<file path="src/design/lrgd_pkg.sv">
// Shared types, codes and constants for the linear regression trainer.
`timescale 1ns / 1ps
package lrgd_pkg;

   localparam int MAX_POINTS_DEF = 1024;
   localparam int FRAC_BITS_DEF  = 16;
   localparam int RATE_BITS      = 16;
   localparam int GRAD_BITS      = 48;

   localparam logic [15:0] MAX_ITER_RST  = 16'd30000;
   localparam logic [15:0] LRATE_RST     = 16'd655;
   localparam logic [31:0] THRESH_RST    = 32'd4295;
   localparam logic [15:0] DECAY_RST     = 16'd62259;
   localparam logic [15:0] INTERVAL_RST  = 16'd1000;

   localparam logic [2:0] CSR_MAX_ITER = 3'd0;
   localparam logic [2:0] CSR_LRATE    = 3'd1;
   localparam logic [2:0] CSR_THRESH   = 3'd2;
   localparam logic [2:0] CSR_DECAY    = 3'd3;
   localparam logic [2:0] CSR_INTERVAL = 3'd4;

   localparam logic [1:0] ST_OK   = 2'd0;
   localparam logic [1:0] ST_FEW  = 2'd1;
   localparam logic [1:0] ST_OVER = 2'd2;

   typedef logic [3:0] op_type;

   localparam op_type OP_IDLE     = 4'd0;
   localparam op_type OP_LOAD     = 4'd1;
   localparam op_type OP_START    = 4'd2;
   localparam op_type OP_CLEAR    = 4'd3;
   localparam op_type OP_READ     = 4'd4;
   localparam op_type OP_MUL_WX   = 4'd5;
   localparam op_type OP_ERROR    = 4'd6;
   localparam op_type OP_MUL_EE   = 4'd7;
   localparam op_type OP_MUL_EX   = 4'd8;
   localparam op_type OP_ACCUM    = 4'd9;
   localparam op_type OP_DIV_LOSS = 4'd10;
   localparam op_type OP_DIV_ERR  = 4'd11;
   localparam op_type OP_DIV_ERRX = 4'd12;
   localparam op_type OP_UPD_MUL  = 4'd13;
   localparam op_type OP_UPDATE   = 4'd14;
   localparam op_type OP_RESULT   = 4'd15;

   typedef struct packed {
      op_type     op;
      logic       conv;
      logic [1:0] code;
   } cmd_type;

   typedef struct packed {
      logic pass_last;
      logic div_done;
      logic loss_below;
      logic iter_at_max;
      logic overflow;
      logic few;
      logic rsp_free;
   } stat_type;

   function automatic logic signed [31:0] sat32(input logic signed [65:0] v);
      if (v > 66'sd2147483647) begin
         sat32 = 32'sh7fffffff;
      end else if (v < -66'sd2147483648) begin
         sat32 = 32'sh80000000;
      end else begin
         sat32 = v[31:0];
      end
   endfunction

endpackage

</file>
<file path="src/design/lrgd_controller.sv">
// Controller state machine that sequences loading, passes, divisions and updates.
`timescale 1ns / 1ps
module lrgd_controller (
   input  logic               clock,
   input  logic               reset,
   input  logic               req_valid,
   output logic               req_ready,
   input  logic               req_last_point,
   input  lrgd_pkg::stat_type stat,
   output lrgd_pkg::cmd_type  cmd
);
   import lrgd_pkg::*;

   localparam logic [4:0] S_LOAD  = 5'd0;
   localparam logic [4:0] S_SETUP = 5'd1;
   localparam logic [4:0] S_READ  = 5'd2;
   localparam logic [4:0] S_MWX   = 5'd3;
   localparam logic [4:0] S_ERR   = 5'd4;
   localparam logic [4:0] S_MEE   = 5'd5;
   localparam logic [4:0] S_MEX   = 5'd6;
   localparam logic [4:0] S_ACC   = 5'd7;
   localparam logic [4:0] S_DLOSS = 5'd8;
   localparam logic [4:0] S_WLOSS = 5'd9;
   localparam logic [4:0] S_DERR  = 5'd10;
   localparam logic [4:0] S_WERR  = 5'd11;
   localparam logic [4:0] S_DERRX = 5'd12;
   localparam logic [4:0] S_WERRX = 5'd13;
   localparam logic [4:0] S_UMUL  = 5'd14;
   localparam logic [4:0] S_UPD   = 5'd15;
   localparam logic [4:0] S_CHECK = 5'd16;
   localparam logic [4:0] S_OUT   = 5'd17;

   logic [4:0] state_ff, state_in;
   logic       first_ff, first_in;
   logic       conv_ff, conv_in;
   logic [1:0] code_ff, code_in;

   always_comb begin
      state_in = state_ff;
      first_in = first_ff;
      conv_in  = conv_ff;
      code_in  = code_ff;
      cmd.op   = OP_IDLE;
      cmd.conv = conv_ff;
      cmd.code = code_ff;
      case (state_ff)
         S_LOAD: begin
            if (req_valid) begin
               cmd.op = OP_LOAD;
               if (req_last_point) begin
                  state_in = S_SETUP;
               end
            end
         end
         S_SETUP: begin
            conv_in = 1'b0;
            if (stat.overflow) begin
               code_in  = ST_OVER;
               state_in = S_OUT;
            end else if (stat.few) begin
               code_in  = ST_FEW;
               state_in = S_OUT;
            end else begin
               cmd.op   = OP_START;
               code_in  = ST_OK;
               first_in = 1'b1;
               state_in = S_READ;
            end
         end
         S_READ: begin
            cmd.op   = OP_READ;
            state_in = S_MWX;
         end
         S_MWX: begin
            cmd.op   = OP_MUL_WX;
            state_in = S_ERR;
         end
         S_ERR: begin
            cmd.op   = OP_ERROR;
            state_in = S_MEE;
         end
         S_MEE: begin
            cmd.op   = OP_MUL_EE;
            state_in = S_MEX;
         end
         S_MEX: begin
            cmd.op   = OP_MUL_EX;
            state_in = S_ACC;
         end
         S_ACC: begin
            cmd.op   = OP_ACCUM;
            state_in = stat.pass_last ? S_DLOSS : S_READ;
         end
         S_DLOSS: begin
            cmd.op   = OP_DIV_LOSS;
            state_in = S_WLOSS;
         end
         S_WLOSS: begin
            if (stat.div_done) begin
               state_in = S_DERR;
            end
         end
         S_DERR: begin
            cmd.op   = OP_DIV_ERR;
            state_in = S_WERR;
         end
         S_WERR: begin
            if (stat.div_done) begin
               state_in = S_DERRX;
            end
         end
         S_DERRX: begin
            cmd.op   = OP_DIV_ERRX;
            state_in = S_WERRX;
         end
         S_WERRX: begin
            if (stat.div_done) begin
               first_in = 1'b0;
               state_in = first_ff ? S_CHECK : S_UMUL;
            end
         end
         S_UMUL: begin
            cmd.op   = OP_UPD_MUL;
            state_in = S_UPD;
         end
         S_UPD: begin
            cmd.op   = OP_UPDATE;
            state_in = S_CHECK;
         end
         S_CHECK: begin
            if (stat.iter_at_max) begin
               state_in = S_OUT;
            end else if (stat.loss_below) begin
               conv_in  = 1'b1;
               state_in = S_OUT;
            end else begin
               cmd.op   = OP_CLEAR;
               state_in = S_READ;
            end
         end
         S_OUT: begin
            if (stat.rsp_free) begin
               cmd.op   = OP_RESULT;
               state_in = S_LOAD;
            end
         end
         default: begin
            state_in = S_LOAD;
         end
      endcase
   end

   always_ff @(posedge clock) begin
      if (reset) begin
         state_ff <= S_LOAD;
         first_ff <= 1'b0;
         conv_ff  <= 1'b0;
         code_ff  <= ST_OK;
      end else begin
         state_ff <= state_in;
         first_ff <= first_in;
         conv_ff  <= conv_in;
         code_ff  <= code_in;
      end
   end

   assign req_ready = state_ff == S_LOAD;
endmodule

</file>
<file path="config.mk">
export PLATFORM = sky130hd
export DESIGN_NAME = lrgd_controller
export DESIGN_NICKNAME = d
export VERILOG_FILES = /design/src/design/lrgd_pkg.sv /design/src/design/lrgd_controller.sv
export SDC_FILE = /design/constraint.sdc
export NUM_CORES = 1
export LEC_CHECK = 0
export ABC_AREA = 1
export BUFFER_PORTS_ARGS = -buffer_cell sky130_fd_sc_hd__buf_2
export CAP_MARGIN = 20
export CORE_UTILIZATION = 49
export CTS_BUF_LIST = sky130_fd_sc_hd__clkbuf_4
export DETAILED_ROUTE_END_ITERATION = 8
export PLACE_DENSITY = 0.83
export SLEW_MARGIN = 20
export SYNTH_ARGS = -nofsm -noshare
export SYNTH_HDL_FRONTEND = slang
export SYNTH_SLANG_ARGS = --single-unit
</file>
<file path="constraint.sdc">
create_clock -name clock -period 1.3 [get_ports clock]
set_input_delay 0.065 -clock clock [delete_from_list [all_inputs] [get_ports clock]]
set_output_delay 0.065 -clock clock [all_outputs]
set_load 0.02 [all_outputs]
</file>
==> out/qor.yml <==
synthesis:
  yosys_warnings: 0
  syn_inst: 139
  syn_area_per_cell_um2: 5.76
  syn_nets: 150
  yosys-top-cells-area: "dfxtp_1 23%, nand2_1 16%, nor2_1 8.9%"
  synth_area_leader_cell: "dfxtp_1"
  yosysMostFrequentCell: "nand2_1"
  synthFlopType: "dfxtp_1"
  ys_ff_latch: 9
  async_reset_ff_share_pct: 0
  ys_seq_area_share_pct: 22.5
  synth_edf_count: 0
  synth_cell_types: 24
  synth_area_um2: 801
  synth_common_cells: "34 x nand2_1, 19 x nor2_1, 16 x inv_1"
  synth_top_area_share_pct: 22.5
power:
  irDropWorstVdd_mv: 0.787
  p_leak_nw: 0.638
  power_density_nw_per_um2: 690
  total_power_mw: 0.857
worst_hold_path:
  min_path_type: "in -> reg"
  whs_path_depth: 2
worst_setup_path:
  cp.arrival_ns: 1.51
  reg2reg_depth: 10
  end_kind: "output pin"
  crit_path_start_kind: "flop"
  path_class: "reg -> out"
  required_ns: 1.24
  crit_fanout: 5
floorplanning:
  die_area_um2: 1800
  rows: 14
  die_x_um: 42.4
  ios: 19
  coreArea_um2: 1520
  fp.dieH_um: 42.4
  initial_core_util_pct: 52.5
sta:
  slew_headroom_pct: 85.1
  period_minus_slack_ns: 1.58
  setup-violations-final: 10
  rsz0062_at_grt: "yes"
  tightest_slew_ns: 0.223
  slew_viol_final: 0
  whs_ns: -0.00398
  setup_tns_ns: -1.38
  fin_skew_ns: 0.00392
  max_freq_ghz: 0.634
  period_share_pct: 121
  finalHoldViolCount: 1
  setup_ws_ns: -0.277
final_layout:
  fin_area_um2: 1240
  n_antenna_cell: 0
  final_nets: 195
  n_fill_cell: 90
  area_growth_pct: 55.0
  final_cells: 199
  layout-drive-gt1-share_pct: 50.3
  fin_util_pct: 81.4
cts:
  cts.path.max_buffers: 2
  clockRootBuffer: "clkbuf_4"
  h-tree-depth: 1
  clk_latency_ns: 0.27
  numCtsBuffers: 3
  cts.sinks: 9
  cts_tree: "built"
  path_clk_slew_ns: 0.06
place:
  dp.cells: 188
  post_dp_cell_area_um2: 1030
  place.gp.congestion: 0.988
  pre_cts_ws_ns: -0.141
  post-dp-hpwl_um: 1990
  numPortBuffers: 18
grt:
  antenna_found_initial: 0
  grt_use_total_pct: 34.9
  grt_max_degree: 10
  top_usage_layer: "met2"
  global_route.usage.met2_pct: 53.5
  grt.met1_usage_pct: 43.4
  globalRouteMet3Util_pct: 6.03
  grt_pass1_vias: 1061
  gr-total-overflow: 0
  grt_pass1_wl_um: 4710
status:
  failed_checks: "hold timing, setup timing"
  status: "finished with violations"
route:
  firstDrtPassIters: 4
  antenna_left: 0
  drc: 0
  wl_per_cell_um: 15.4
  wl_um: 3070
  drt_iter0_drc: 68
  avgViaCountPerCell: 5.91
  num_vias: 1177
flow_run:
  cap_violations: 0
==> worst max-delay path: stages, from the launching register on <==
cell and delay (ns):
dfxtp_4 0.38, inv_4 0.05, nand2_2 0.10, nor2_4 0.05, buf_4 0.14, nand2_1 0.07
nand2_2 0.06, nor2_1 0.12, nand3b_1 0.12, buf_6 0.15
==> kinds of logic (layout without fill, tap and decap cells) <==
| group | Yosys count | after routing | synth area share [%] |
|---|---|---|---|
| simple gates | 85 | 85 | 51.4 |
| flops | 9 | 9 | 22.5 |
| compound gates | 20 | 20 | 13.8 |
| buf+inv | 25 | 69 | 12.3 |
==> layout by cell type, fill, tap and decap left out, drive strengths merged <==
master / Yosys / routed
nor2: 26 / 26
nand3b: 1 / 1
clkbuf: 0 / 3
nand4: 6 / 6
clkinv: 0 / 1
nand2: 36 / 36
nor3: 2 / 2
a211oi: 1 / 1
dfxtp: 9 / 9
o21ai: 5 / 5
nor4: 1 / 1
a221oi: 1 / 1
inv: 22 / 22
buf: 3 / 43
nand3: 13 / 13
a21oi: 13 / 13
==> power by group <==
| group | switching [mW] | internal [mW] |
|---|---|---|
| registers | 0.0168 | 0.287 |
| clock network | 0.106 | 0.114 |
| logic | 0.196 | 0.138 |
==> repair_timing <==
action	4_1_cts	5_1_grt
gates resized for setup	28	15
hold buffers	0	0
pin swaps	4	6
buffers inserted	4	3
setup endpoints to repair	11	14
==> per-layer routing <==
layer  up-vias  part of all wire, %
met5         -                    0
met4         0                  4.3
met3        17                   11
met2        82                   49
met1       537                   36
li1        541                    -
==> final timing paths <==
path | startpoint | slack [ns] | endpoint
setup / recovery | state_ff[4] | -0.28 | cmd[5]
hold / removal | stat[5] | -0.004 | first_ff
setup reg to reg | state_ff[2] | -0.07 | state_ff[1]
hold reg to reg | conv_ff | 0.47 | conv_ff
==> state kept, by name, indices dropped and copies added, names as in the netlist <==
register and flops:
code_ff 2, conv_ff 1, first_ff 1, state_ff 5
==> cell type report <==
cell class,count,area (um2),share of cell area (%)
Clock buffer,3,22.5,1.81
Clock inverter,1,5.00,0.403
Inverter,22,87.6,7.06
Multi-Input combinational cell,105,604,48.7
Sequential cell,9,196,15.8
Tap cell,16,20.0,1.61
Timing Repair Buffer,43,305,24.6
(Power assumes the default switching activity.)
